`config.mk`:
```
export PLATFORM = sky130hd
export DESIGN_NAME = ultrasonic_range_zone_alarm_unit
export DESIGN_NICKNAME = d
export VERILOG_FILES = /design/src/hdl/urza_pkg.sv /design/src/hdl/urza_cfg_regs.sv /design/src/hdl/urza_range_calc.sv /design/src/hdl/urza_tick_core.sv /design/src/hdl/ultrasonic_range_zone_alarm_unit.sv
export SDC_FILE = /design/constraint.sdc
export NUM_CORES = 1
export LEC_CHECK = 0
export CORE_ASPECT_RATIO = 1.5
export CORE_MARGIN = 10
export CORE_UTILIZATION = 30
export CTS_CLUSTER_SIZE = 16
export DETAILED_ROUTE_END_ITERATION = 8
export DONT_BUFFER_PORTS = 1
export HOLD_SLACK_MARGIN = 0.06
export PLACE_DENSITY = 0.5
export SLEW_MARGIN = 30
export SYNTH_ARGS = -nofsm -noshare
export SYNTH_HDL_FRONTEND = slang
export SYNTH_SLANG_ARGS = --single-unit
```
`constraint.sdc`:
```
create_clock -name aclk -period 21.2 [get_ports aclk]
set_input_delay 3.18 -clock aclk [delete_from_list [all_inputs] [get_ports aclk]]
set_output_delay 3.18 -clock aclk [all_outputs]
set_load 0.01 [all_outputs]
```
`src/hdl/urza_pkg.sv`:
```
// ----------------------------------------------------------------------------
// urza_pkg
// Shared types and constants of the ultrasonic range zone alarm unit.
// ----------------------------------------------------------------------------
package urza_pkg;

    typedef logic [2:0] zone_t;

    localparam zone_t ZONE_FAR        = 3'd0;
    localparam zone_t ZONE_MEDIUM     = 3'd1;
    localparam zone_t ZONE_CLOSE      = 3'd2;
    localparam zone_t ZONE_VERY_CLOSE = 3'd3;
    localparam zone_t ZONE_UNDEF      = 3'd4;

    typedef enum logic [2:0] {
        REG_TRIGGER_PERIOD   = 3'd0,
        REG_TRIGGER_WIDTH    = 3'd1,
        REG_ECHO_TIMEOUT     = 3'd2,
        REG_MIN_DISTANCE     = 3'd3,
        REG_LIMIT_VERY_CLOSE = 3'd4,
        REG_LIMIT_CLOSE      = 3'd5,
        REG_LIMIT_MEDIUM     = 3'd6,
        REG_ALARM_STEP       = 3'd7
    } reg_idx_t;

    localparam int CFG_IDX_W  = 3;
    localparam int CFG_DATA_W = 24;

    // floor(w * 1000 / 58824) == (w * DIST_RECIP) >> DIST_SHIFT for every 16-bit w
    localparam logic [23:0] DIST_RECIP = 24'd9126733;
    localparam int          DIST_SHIFT = 29;

    typedef struct packed {
        logic [23:0] trigger_period;
        logic [7:0]  trigger_width;
        logic [15:0] echo_timeout;
        logic [10:0] min_distance;
        logic [10:0] limit_very_close;
        logic [10:0] limit_close;
        logic [10:0] limit_medium;
        logic [21:0] alarm_step;
    } cfg_t;

    typedef struct packed {
        logic        new_measure;
        zone_t       zone;
        logic [10:0] distance_cm;
        logic        alarm;
        logic        trigger;
    } res_t;

endpackage

```
`src/hdl/urza_cfg_regs.sv`:
```
// ----------------------------------------------------------------------------
// urza_cfg_regs
// Configuration register file with reset defaults and indexed writes.
// ----------------------------------------------------------------------------
module urza_cfg_regs
    import urza_pkg::*;
(
    input  logic                  aclk,
    input  logic                  aresetn,
    input  logic                  cfg_we,
    input  logic [CFG_IDX_W-1:0]  cfg_idx,
    input  logic [CFG_DATA_W-1:0] cfg_wdata,
    output cfg_t                  cfg
);

    cfg_t cfg_reg;
    cfg_t cfg_next;

    always_comb begin
        cfg_next = cfg_reg;
        if (cfg_we) begin
            case (cfg_idx)
                REG_TRIGGER_PERIOD:   cfg_next.trigger_period   = cfg_wdata[23:0];
                REG_TRIGGER_WIDTH:    cfg_next.trigger_width    = cfg_wdata[7:0];
                REG_ECHO_TIMEOUT:     cfg_next.echo_timeout     = cfg_wdata[15:0];
                REG_MIN_DISTANCE:     cfg_next.min_distance     = cfg_wdata[10:0];
                REG_LIMIT_VERY_CLOSE: cfg_next.limit_very_close = cfg_wdata[10:0];
                REG_LIMIT_CLOSE:      cfg_next.limit_close      = cfg_wdata[10:0];
                REG_LIMIT_MEDIUM:     cfg_next.limit_medium     = cfg_wdata[10:0];
                REG_ALARM_STEP:       cfg_next.alarm_step       = cfg_wdata[21:0];
                default:              cfg_next = cfg_reg;
            endcase
        end
    end

    always_ff @(posedge aclk) begin
        if (!aresetn) begin
            cfg_reg.trigger_period   <= 24'd100000;
            cfg_reg.trigger_width    <= 8'd2;
            cfg_reg.echo_timeout     <= 16'd40000;
            cfg_reg.min_distance     <= 11'd2;
            cfg_reg.limit_very_close <= 11'd10;
            cfg_reg.limit_close      <= 11'd25;
            cfg_reg.limit_medium     <= 11'd40;
            cfg_reg.alarm_step       <= 22'd50000;
        end else begin
            cfg_reg <= cfg_next;
        end
    end

    assign cfg = cfg_reg;

endmodule

```
`src/hdl/urza_range_calc.sv`:
```
// ----------------------------------------------------------------------------
// urza_range_calc
// Echo width to distance in cm by reciprocal multiply, then zone lookup.
// ----------------------------------------------------------------------------
module urza_range_calc
    import urza_pkg::*;
(
    input  cfg_t        cfg,
    input  logic [15:0] width,
    output logic [10:0] distance_cm,
    output zone_t       zone
);

    logic [39:0] prod;

    assign prod        = {24'd0, width} * {16'd0, DIST_RECIP};
    assign distance_cm = prod[DIST_SHIFT +: 11];

    always_comb begin
        if (distance_cm < cfg.min_distance) begin
            zone = ZONE_UNDEF;
        end else if (distance_cm < cfg.limit_very_close) begin
            zone = ZONE_VERY_CLOSE;
        end else if (distance_cm < cfg.limit_close) begin
            zone = ZONE_CLOSE;
        end else if (distance_cm < cfg.limit_medium) begin
            zone = ZONE_MEDIUM;
        end else begin
            zone = ZONE_FAR;
        end
    end

endmodule

```
`src/hdl/urza_tick_core.sv`:
```
// ----------------------------------------------------------------------------
// urza_tick_core
// Per-tick state: trigger timing, alarm toggler and echo width measurement.
// ----------------------------------------------------------------------------
module urza_tick_core
    import urza_pkg::*;
#(
    parameter int COUNT_BITS = 24
)
(
    input  logic aclk,
    input  logic aresetn,
    input  logic advance,
    input  logic echo,
    input  cfg_t cfg,
    output res_t res
);

    localparam logic [31:0] CNT_MAX = 32'((64'd1 << COUNT_BITS) - 64'd1);

    logic [COUNT_BITS-1:0] period_count_reg, period_count_next;
    logic [COUNT_BITS-1:0] alarm_count_reg, alarm_count_next;
    logic [7:0]            trigger_left_reg, trigger_left_next;
    logic                  echo_prev_reg, echo_prev_next;
    logic                  measuring_reg, measuring_next;
    logic [15:0]           echo_count_reg, echo_count_next;
    logic [10:0]           last_distance_reg, last_distance_next;
    zone_t                 current_zone_reg, current_zone_next;
    logic                  alarm_running_reg, alarm_running_next;
    logic                  alarm_level_reg, alarm_level_next;

    logic [7:0]            trig_left_now;
    logic                  trig;
    logic [31:0]           last_tick_wide;
    logic [31:0]           last_tick_cap;
    logic [COUNT_BITS-1:0] last_tick;
    logic [23:0]           half_raw;
    logic [31:0]           half_cap;
    logic [COUNT_BITS-1:0] half;
    logic [COUNT_BITS-1:0] alarm_inc;
    logic [15:0]           echo_inc;
    logic                  finish;
    logic [15:0]           fin_width;
    logic [10:0]           calc_distance;
    zone_t                 calc_zone;

    urza_range_calc u_range_calc (
        .cfg         (cfg),
        .width       (fin_width),
        .distance_cm (calc_distance),
        .zone        (calc_zone)
    );

    // trigger
    always_comb begin
        trig_left_now     = (period_count_reg == '0) ? cfg.trigger_width : trigger_left_reg;
        trig              = trig_left_now != 8'd0;
        trigger_left_next = trig ? trig_left_now - 8'd1 : trig_left_now;
        last_tick_wide    = (cfg.trigger_period == 24'd0) ? 32'd0
                                                          : {8'd0, cfg.trigger_period - 24'd1};
        last_tick_cap     = (last_tick_wide > CNT_MAX) ? CNT_MAX : last_tick_wide;
        last_tick         = last_tick_cap[COUNT_BITS-1:0];
        period_count_next = (period_count_reg >= last_tick) ? '0
                                                            : period_count_reg + COUNT_BITS'(1);
    end

    // half-period = alarm_step * (4 - zone)
    always_comb begin
        case (current_zone_reg)
            ZONE_VERY_CLOSE: half_raw = {2'd0, cfg.alarm_step};
            ZONE_CLOSE:      half_raw = {1'd0, cfg.alarm_step, 1'd0};
            ZONE_MEDIUM:     half_raw = {2'd0, cfg.alarm_step} + {1'd0, cfg.alarm_step, 1'd0};
            ZONE_FAR:        half_raw = {cfg.alarm_step, 2'd0};
            default:         half_raw = 24'd0;
        endcase
        half_cap  = ({8'd0, half_raw} > CNT_MAX) ? CNT_MAX : {8'd0, half_raw};
        half      = half_cap[COUNT_BITS-1:0];
        alarm_inc = alarm_count_reg + COUNT_BITS'(1);
    end

    always_comb begin
        alarm_count_next   = alarm_count_reg;
        alarm_level_next   = alarm_level_reg;
        alarm_running_next = alarm_running_reg;
        current_zone_next  = current_zone_reg;
        last_distance_next = last_distance_reg;
        measuring_next     = measuring_reg;
        echo_count_next    = echo_count_reg;
        echo_prev_next     = echo;
        echo_inc           = (echo_count_reg != 16'hFFFF) ? echo_count_reg + 16'd1
                                                          : echo_count_reg;
        finish             = 1'b0;
        fin_width          = echo_count_reg;

        // toggle alarm
        if (alarm_running_reg && (current_zone_reg < ZONE_UNDEF)) begin
            if (alarm_inc >= half) begin
                alarm_level_next = ~alarm_level_reg;
                alarm_count_next = '0;
            end else begin
                alarm_count_next = alarm_inc;
            end
        end

        // measure echo
        if (measuring_reg) begin
            if (echo) begin
                if (echo_inc >= cfg.echo_timeout) begin
                    echo_count_next = cfg.echo_timeout;
                    fin_width       = cfg.echo_timeout;
                    finish          = 1'b1;
                end else begin
                    echo_count_next = echo_inc;
                end
            end else begin
                fin_width = echo_count_reg;
                finish    = 1'b1;
            end
        end else if (echo && !echo_prev_reg) begin
            measuring_next  = 1'b1;
            echo_count_next = 16'd1;
            if (cfg.echo_timeout <= 16'd1) begin
                echo_count_next = cfg.echo_timeout;
                fin_width       = cfg.echo_timeout;
                finish          = 1'b1;
            end
        end

        // close the reading and latch the distance; restart alarm on zone change
        if (finish) begin
            measuring_next     = 1'b0;
            last_distance_next = calc_distance;
            if (calc_zone != current_zone_reg) begin
                current_zone_next = calc_zone;
                if (calc_zone == ZONE_UNDEF) begin
                    alarm_running_next = 1'b0;
                end else begin
                    alarm_running_next = 1'b1;
                    alarm_count_next   = '0;
                end
            end
        end
    end

    always_ff @(posedge aclk) begin
        if (!aresetn) begin
            period_count_reg  <= '0;
            alarm_count_reg   <= '0;
            trigger_left_reg  <= 8'd0;
            echo_prev_reg     <= 1'b0;
            measuring_reg     <= 1'b0;
            echo_count_reg    <= 16'd0;
            last_distance_reg <= 11'd0;
            current_zone_reg  <= ZONE_UNDEF;
            alarm_running_reg <= 1'b0;
            alarm_level_reg   <= 1'b1;
        end else if (advance) begin
            period_count_reg  <= period_count_next;
            alarm_count_reg   <= alarm_count_next;
            trigger_left_reg  <= trigger_left_next;
            echo_prev_reg     <= echo_prev_next;
            measuring_reg     <= measuring_next;
            echo_count_reg    <= echo_count_next;
            last_distance_reg <= last_distance_next;
            current_zone_reg  <= current_zone_next;
            alarm_running_reg <= alarm_running_next;
            alarm_level_reg   <= alarm_level_next;
        end
    end

    assign res.trigger     = trig;
    assign res.alarm       = alarm_level_next;
    assign res.distance_cm = last_distance_next;
    assign res.zone        = current_zone_next;
    assign res.new_measure = finish;

    a_running_needs_zone: assert property (@(posedge aclk) disable iff (!aresetn)
        alarm_running_reg |-> (current_zone_reg != ZONE_UNDEF))
        else $error("alarm toggler running in undefined zone");

    a_measuring_echo_high: assert property (@(posedge aclk) disable iff (!aresetn)
        measuring_reg |-> echo_prev_reg)
        else $error("measurement open while last echo sample was low");

    a_finish_clears_measuring: assert property (@(posedge aclk) disable iff (!aresetn)
        (advance && finish) |=> !measuring_reg)
        else $error("measurement still open after it finished");

endmodule

```
`src/hdl/ultrasonic_range_zone_alarm_unit.sv`:
```
// ----------------------------------------------------------------------------
// ultrasonic_range_zone_alarm_unit
// Ultrasonic echo range finder with zone classification and proximity alarm.
// ----------------------------------------------------------------------------
// Usage:
//   Each word on the s_ channel is one microsecond tick carrying the sampled
//   echo level. Every accepted tick yields exactly one word on the m_ channel
//   with the trigger level, alarm level, last distance, zone and a flag that
//   marks ticks where a measurement completed.
//   Configuration is written through cfg_we/cfg_idx/cfg_wdata while the unit
//   is idle; a write takes effect at the next clock edge.
//   An accepted tick passes the input register, then the result register.
//   Throughput: one tick per cycle while the result is not stalled, set by
//   the single combinational stage between the two registers, which holds
//   the whole tick update including the 16x24 distance multiply.
//   Reset (aresetn low, synchronous) restores the register defaults, clears
//   all counters, sets the zone to undefined and the alarm level to one.
//   When m_tready is low the result word holds, an empty input register
//   takes one more tick, then s_tready drops until the result is taken.
// ----------------------------------------------------------------------------
module ultrasonic_range_zone_alarm_unit
    import urza_pkg::*;
#(
    parameter int COUNT_BITS = 24
)
(
    input  logic                  aclk,
    input  logic                  aresetn,
    input  logic                  s_tvalid,
    output logic                  s_tready,
    input  logic [7:0]            s_tdata,   // [0] echo
    output logic                  m_tvalid,
    input  logic                  m_tready,
    output logic [23:0]           m_tdata,   // [0] trigger, [1] alarm,
                                             // [12:2] distance_cm, [15:13] zone,
                                             // [16] new_measure
    input  logic                  cfg_we,
    input  logic [CFG_IDX_W-1:0]  cfg_idx,
    input  logic [CFG_DATA_W-1:0] cfg_wdata
);

    cfg_t cfg;
    res_t res;

    logic in_valid_reg, in_valid_next;
    logic in_echo_reg;
    logic out_valid_reg, out_valid_next;
    res_t out_res_reg;
    logic advance;
    logic s_fire;

    urza_cfg_regs u_cfg_regs (
        .aclk      (aclk),
        .aresetn   (aresetn),
        .cfg_we    (cfg_we),
        .cfg_idx   (cfg_idx),
        .cfg_wdata (cfg_wdata),
        .cfg       (cfg)
    );

    urza_tick_core #(
        .COUNT_BITS (COUNT_BITS)
    ) u_tick_core (
        .aclk    (aclk),
        .aresetn (aresetn),
        .advance (advance),
        .echo    (in_echo_reg),
        .cfg     (cfg),
        .res     (res)
    );

    assign advance  = in_valid_reg && (!out_valid_reg || m_tready);
    assign s_tready = !in_valid_reg || advance;
    assign s_fire   = s_tvalid && s_tready;

    always_comb begin
        in_valid_next  = s_fire ? 1'b1 : (advance ? 1'b0 : in_valid_reg);
        out_valid_next = advance ? 1'b1 : (m_tready ? 1'b0 : out_valid_reg);
    end

    always_ff @(posedge aclk) begin
        if (!aresetn) begin
            in_valid_reg  <= 1'b0;
            out_valid_reg <= 1'b0;
        end else begin
            in_valid_reg  <= in_valid_next;
            out_valid_reg <= out_valid_next;
        end
    end

    always_ff @(posedge aclk) begin
        if (s_fire) begin
            in_echo_reg <= s_tdata[0];
        end
        if (advance) begin
            out_res_reg <= res;
        end
    end

    assign m_tvalid = out_valid_reg;
    assign m_tdata  = {7'd0, out_res_reg};

    a_advance_fills_output: assert property (@(posedge aclk) disable iff (!aresetn)
        advance |=> m_tvalid)
        else $error("processed tick did not reach the result register");

endmodule

```
* Word level (Yosys, flattened, before mapping)
Index checks and enable logic that the tools add are counted.
** Storage, ports and cells
- Logic and storage cells :: 129
- Register bits :: 224
- Bits in writable memories :: 0
- Memories kept :: 0
- Bits in read-only memories :: 0
- Bits in latches :: 0
- Output and inout port bits :: 26
- Input bits :: 40
** Cells by class
- $add $sub $neg :: 6
- $lt $le $gt $ge :: 10
- Bitwise logic cells :: 1
- Divide/modulo/power cells :: 0
- $mul :: 1
- Muxes and demuxes :: 44
- Shifts and indexed selects :: 0
- Reduce and logical (&&, ||, !) cells :: 27
- Equal/unequal tests :: 14
** Operators by type and width (count)
- $mux 24 :: 8
- $mux 16 :: 11
- $pmux 24 s4 :: 1
- $add 24x1->24 const B :: 2
- $ge 24x24->1 :: 2
- $logic_not 24->1 :: 2
- $lt 11x11->1 :: 4
- $mul 16x24->40 const B :: 1
- $gt 32x24->1 const B :: 1
- $add 22x23->24 :: 1
- $sub 24x1->24 const B :: 1
- $add 16x1->16 const B :: 1
- $ge 16x16->1 :: 1
- $le 16x1->1 const B :: 1
- $mux 1 :: 16
- $mux 8 :: 2
- $ne 16x16->1 const B :: 1
- $reduce_and 2->1 :: 8
- $eq 3x3->1 const B :: 5
- $eq 3x2->1 const B :: 4
- $mux 11 :: 1
- $mux 3 :: 3
- $reduce_bool 8->1 :: 1
- $sub 8x1->8 const B :: 1
- other kinds (12) :: 24

* Logic depth before layout (Yosys ltp)
- Depth after elaboration :: 16
- Gate-level depth with buffers :: 58

* Hierarchy
Synthesis repeated with hierarchy kept, for this count alone.
** Unflattened totals
- Cell total of the unflattened synthesis :: 2407
- Area total of the unflattened synthesis :: 20805.0 um2
** By module, submodules not included
- urza_tick_core :: area each 9175.0 um2, cells each 1227, instances 1
- urza_range_calc :: area each 6537.5 um2, cells each 720, instances 1
- urza_cfg_regs :: area each 4391.7 um2, cells each 425, instances 1
- ultrasonic_range_zone_alarm_unit :: area each 700.7 um2, cells each 35, instances 1

* Worst setup path before layout
OpenSTA, ideal clock, no wires.
- Kind :: reg2reg
- From :: register u_tick_core.echo_count_reg[4]
- To :: register u_tick_core.alarm_count_reg[13]
- Stages on the path, launching flop included :: 53
- Buffers on the path :: 4
- Arrival time :: 11.821 ns
- Clock period less this slack :: 11.938 ns
- Slack :: 9.262 ns
- Required time :: 21.083 ns
- Library setup time :: 0.117 ns
- Cells stage by stage :: dfxtp_1 clkbuf_1 nand3_1 or3_1 nor2_1 and3_1 nand4_1 or2_2 clkbuf_1 xnor2_1 ha_1 nand2b_1 a2111o_1 nand3_2 nand3_1 a21boi_0 a31oi_1 o21ai_0 [... 17 more ...] o21ai_1 a21oi_1 xnor2_1 ha_1 nand3_1 nor3_1 and3_1 nand2_1 or3_1 mux2_1 and2_2 a211oi_4 mux2i_1 o21ai_2 and3_4 buf_8 buf_8 a32o_1
** Between the ends
- Cells in the longest elaborated chain, start to end :: 16
** Ends and longest elaborated chain
- start: declaration :: line urza_tick_core.sv:26 : logic [15:0] echo_count_reg, echo_count_next;
- start signal: assignment :: line urza_tick_core.sv:163 : echo_count_reg <= echo_count_next;
- $add 16x1->16 / $ne 16x16->1 (equally long branches) :: line urza_tick_core.sv:90 : echo_inc = (echo_count_reg != 16'hFFFF) ? echo_count_reg + 16'd1
- $mux 16 :: line urza_tick_core.sv:90
- $ge 16x16->1 :: line urza_tick_core.sv:108 : if (echo_inc >= cfg.echo_timeout) begin
- $mux 16 :: line urza_tick_core.sv:108
- $mux 16 :: line urza_tick_core.sv:107 : if (echo) begin
- $mux 16 :: line urza_tick_core.sv:106 : if (measuring_reg) begin
- $mul 16x24->40 :: line urza_range_calc.sv:16 : assign prod = {24'd0, width} * {16'd0, DIST_RECIP};
- $lt 11x11->1 :: line urza_range_calc.sv:26 : end else if (distance_cm < cfg.limit_medium) begin
- $mux 1 :: line urza_range_calc.sv:26
- $mux 2 :: line urza_range_calc.sv:24 : end else if (distance_cm < cfg.limit_close) begin
- $mux 2 :: line urza_range_calc.sv:22 : end else if (distance_cm < cfg.limit_very_close) begin
- $mux 3 :: line urza_range_calc.sv:20 : if (distance_cm < cfg.min_distance) begin
- $eq 3x3->1 :: line urza_tick_core.sv:135 : if (calc_zone == ZONE_UNDEF) begin
- $mux 24 :: line urza_tick_core.sv:135
- $mux 24 :: line urza_tick_core.sv:133 : if (calc_zone != current_zone_reg) begin
- $mux 24 * :: line urza_tick_core.sv:130 : if (finish) begin
- end signal: assignment :: line urza_tick_core.sv:159 : alarm_count_reg <= alarm_count_next;
- end: declaration :: line urza_tick_core.sv:22 : logic [COUNT_BITS-1:0] alarm_count_reg, alarm_count_next;
Mark *: on every way between the ends. The rest lies on a longest branch, timed or not.
A chain may end at the register's enable or synchronous reset.

* Final worst setup path
- From :: register u_tick_core.echo_count_reg[4]
- To :: register u_tick_core.alarm_count_reg[12]
The elaborated chain is that of the path after synthesis.

==> qor.txt <==
Placed Instance Area - 20800 um2
Cell internal pwr - 764 uW
Via count - 16.0k
Vias in the first global route - 16.6k
Logic pwr share - 0.248
R2R cell count - 47
Syn Area/Cell - 8.46 um2
Standard-cell rows - 115
Leak pwr - 0.0100 uW
Synth unique cells - 90
CTS tree - built
Largest net degree at the start of global routing - 173
Least-Margin Pin Slew - 0.942 ns
Switching Fraction - 0.316
Crit Reg-Reg Startpoint - u_tick_core.echo_count_reg[4]
Register area share after synthesis - 0.233
First-pass GRT wire length - 88.6 mm
Layout Nets - 2753
Placed Cells - 3173
Slew HR - 0.365
CP arrival - 14.72 ns
Fin crit share - 0.675
Hold Fails Final Rpt - 0
Final WL - 55.7 mm
Largest stage delay on the critical path - 0.74 ns
Slowest-stage cell, CP - xnor2_1
Root Driver - clkbuf_16
Layout cells sized above 1 - 0.0484
Netlist Area Pre-Place - 20000 um2
Clock Tree Buf Depth - 3
Leading register cell type out of synthesis - dfxtp_1
CP Launch Type - register
Placer Congestion - 0.886
Post-DP HPWL - 44.0 mm
Post-route ant nets - 0
FFs w/ async S/R, synth - 0
Worst EP required - 21.61 ns
RSZ-0062 raised after global routing - false
Max Fclk - 69.9 MHz
Fin Setup TNS - 0 ns
Max Fanout on Critical Path - 18
Synth warn - 0
Die ar. - 77700 um2
Fill cells - 7066
Clk sinks - 224
Number of flops mapped to enable cells by yosys - 18
Status - completed
Hold_buf cts - 0
# IOs - 66
Post-route DRC - 0
H-tree Lvls - 1
Routed length per placed instance - 17.3 um
Die Ht - 336 um
Die Wd - 231 um
DRT iter0 DRCs - 746
Levels on crit path - 47
Kind of end point of the critical path - register
Pwr/cell area - 51.8 nW/um2
Final core utilization - 0.327
Crit Path Class - reg2reg
GRT overflow - 0
Core area - 65900 um2
Area Growth Syn to Fin - 7.68%
MaxCap Viol Count - 0
Multi-input logic area - 14000 um2
Buf/Inv on CP - 2
R2r endpoint - u_tick_core.alarm_count_reg[12]
Total GRT Usage - 0.141
Via density - 4.99
Sw power - 353 uW
Worst-Skew Late Latency - 0.54 ns
CP delay by family, top - simple AND/OR/NAND/NOR gates
Final Skew - 0.0187 ns
Sequential share of power - 0.401
Buffers on Ports - 0
Initial cell density of the core - 0.304
Initial antenna violation count - 0
Worst path most repeated cell - fa_1
Register Area - 4660 um2
Setup Buffers After CTS - 0
Clock share of power - 0.351
R2R setup slack - 6.89 ns
Worst setup path endpoint - u_tick_core.alarm_count_reg[12]
FF+latch count, synth - 224
Period minus WS final - 14.31 ns
Worst-path clk slew - 0.07 ns
Final cell count without fillers - 3213
Final setup fails - 0
Finished Cell Area - 21600 um2
Class of the worst hold path - reg2reg
CTS Buf Count - 23
Maximum VDD drop - 0.0000555 V
Post-Syn Instances - 2366
Router iterations before antenna repair - 5
Count of pins over their slew limit - 0
Largest register FFs - 114
CP Launch Point - u_tick_core.echo_count_reg[4]
Post-cts sizing count - 0
Antenna Cells - 0
## layout make-up
| cell class | count | share of cell area |
|---|---|---|
| repair buffers | 25 | 0.00871 |
| clock inverters | 8 | 0.00215 |
| multi-input cells | 1811 | 0.651 |
| well taps | 877 | 0.0509 |
| clock buffers | 32 | 0.0302 |
| flip-flops and latches | 224 | 0.216 |
| inverters | 236 | 0.0411 |
## synth_stat cells (16+ instances only)
master,instances,area share
a21boi_0,101,0.038
a21o_1,48,0.018
a21oi_1,99,0.025
a22oi_1,17,0.0064
and3_1,24,0.0075
clkbuf_1,69,0.013
dfxtp_1,206,0.21
edfxtp_1,18,0.027
fa_1,96,0.096
ha_1,296,0.19
inv_1,234,0.044
mux2_2,17,0.0096
mux2i_1,26,0.013
nand2_1,389,0.073
nand2b_1,28,0.0088
nand3_1,58,0.015
nand4_1,32,0.010
nor2_1,131,0.025
nor2b_1,25,0.0078
nor3_1,34,0.0085
nor4_1,16,0.0050
o211a_1,17,0.0085
o211ai_1,23,0.0086
o21ai_0,55,0.014
xnor2_1,50,0.022
xor2_1,52,0.023
## tightest hold or removal path: stages (launching register included)
cell and delay, ns:
dfxtp_1 0.31, nand3_1 0.06, nand2_1 0.05
## power by group through the flow
stage	sequential (uW)	clock, uW	combinational [uW]
CTS	448	405	283
floorplan	453	0	215
detailed placement	458	0	281
finish	448	391	277
global placement	458	0	274
global route	449	417	319
## how the worst min path moves through the flow
stage                                           from                          endpoint  slack [ns]  cells after the start
global placement    u_tick_core.last_distance_reg[8]  u_tick_core.last_distance_reg[8]        0.43                      2
floorplan           u_tick_core.last_distance_reg[8]  u_tick_core.last_distance_reg[8]        0.43                      2
detailed placement  u_tick_core.last_distance_reg[8]  u_tick_core.last_distance_reg[8]        0.45                      2
global route                      u_cfg_regs.cfg[23]                u_cfg_regs.cfg[23]        0.48                      2
CTS                 u_tick_core.last_distance_reg[8]  u_tick_core.last_distance_reg[8]        0.46                      2
finish              u_tick_core.last_distance_reg[8]  u_tick_core.last_distance_reg[8]        0.46                      2
## cell usage in the layout (no fill, tap or decap), types with 52 or more instances in the layout
cell	n
a21boi_0	101
a21oi_1	97
dfxtp_1	206
fa_1	96
ha_1	296
inv_1	234
nand2_1	389
nand3_1	58
nor2_1	129
xor2_1	52
## cell families after synthesis
family,share of synthesized area
and+or+nand+nor,0.183
AOI/OAI and AO/OA,0.163
adders and majority gates,0.281
buffers and inverters,0.0686
DFF,0.233
xor gates and xnor gates,0.0446
muxes,0.0265
other,0.000187
## per-stage QoR
| stage | hold slack (ns) | worst slack (ns) | power, uW |
|---|---|---|---|
| 6_report | 0.455 | 6.89 | 1120 |
| 5_1_grt | 0.477 | 6.12 | 1190 |
| 4_1_cts | 0.459 | 6.64 | 1140 |
| 3_5_place_dp | 0.448 | 6.69 | 739 |
| 3_3_place_gp | 0.435 | 6.83 | 731 |
| 2_1_floorplan | 0.427 | 9.26 | 668 |
## routing by layer
layer | up-vias | track usage | wire length [um]
met3 | 77 | 0.0170 | 1800
met1 | 7762 | 0.143 | 21100
met4 | 0 | 0.0574 | 2170
met5 | - | 0 | 0
met2 | 211 | 0.284 | 30600
li1 | 7992 | - | -
No activity file was read; power rests on OpenSTA's default activity.
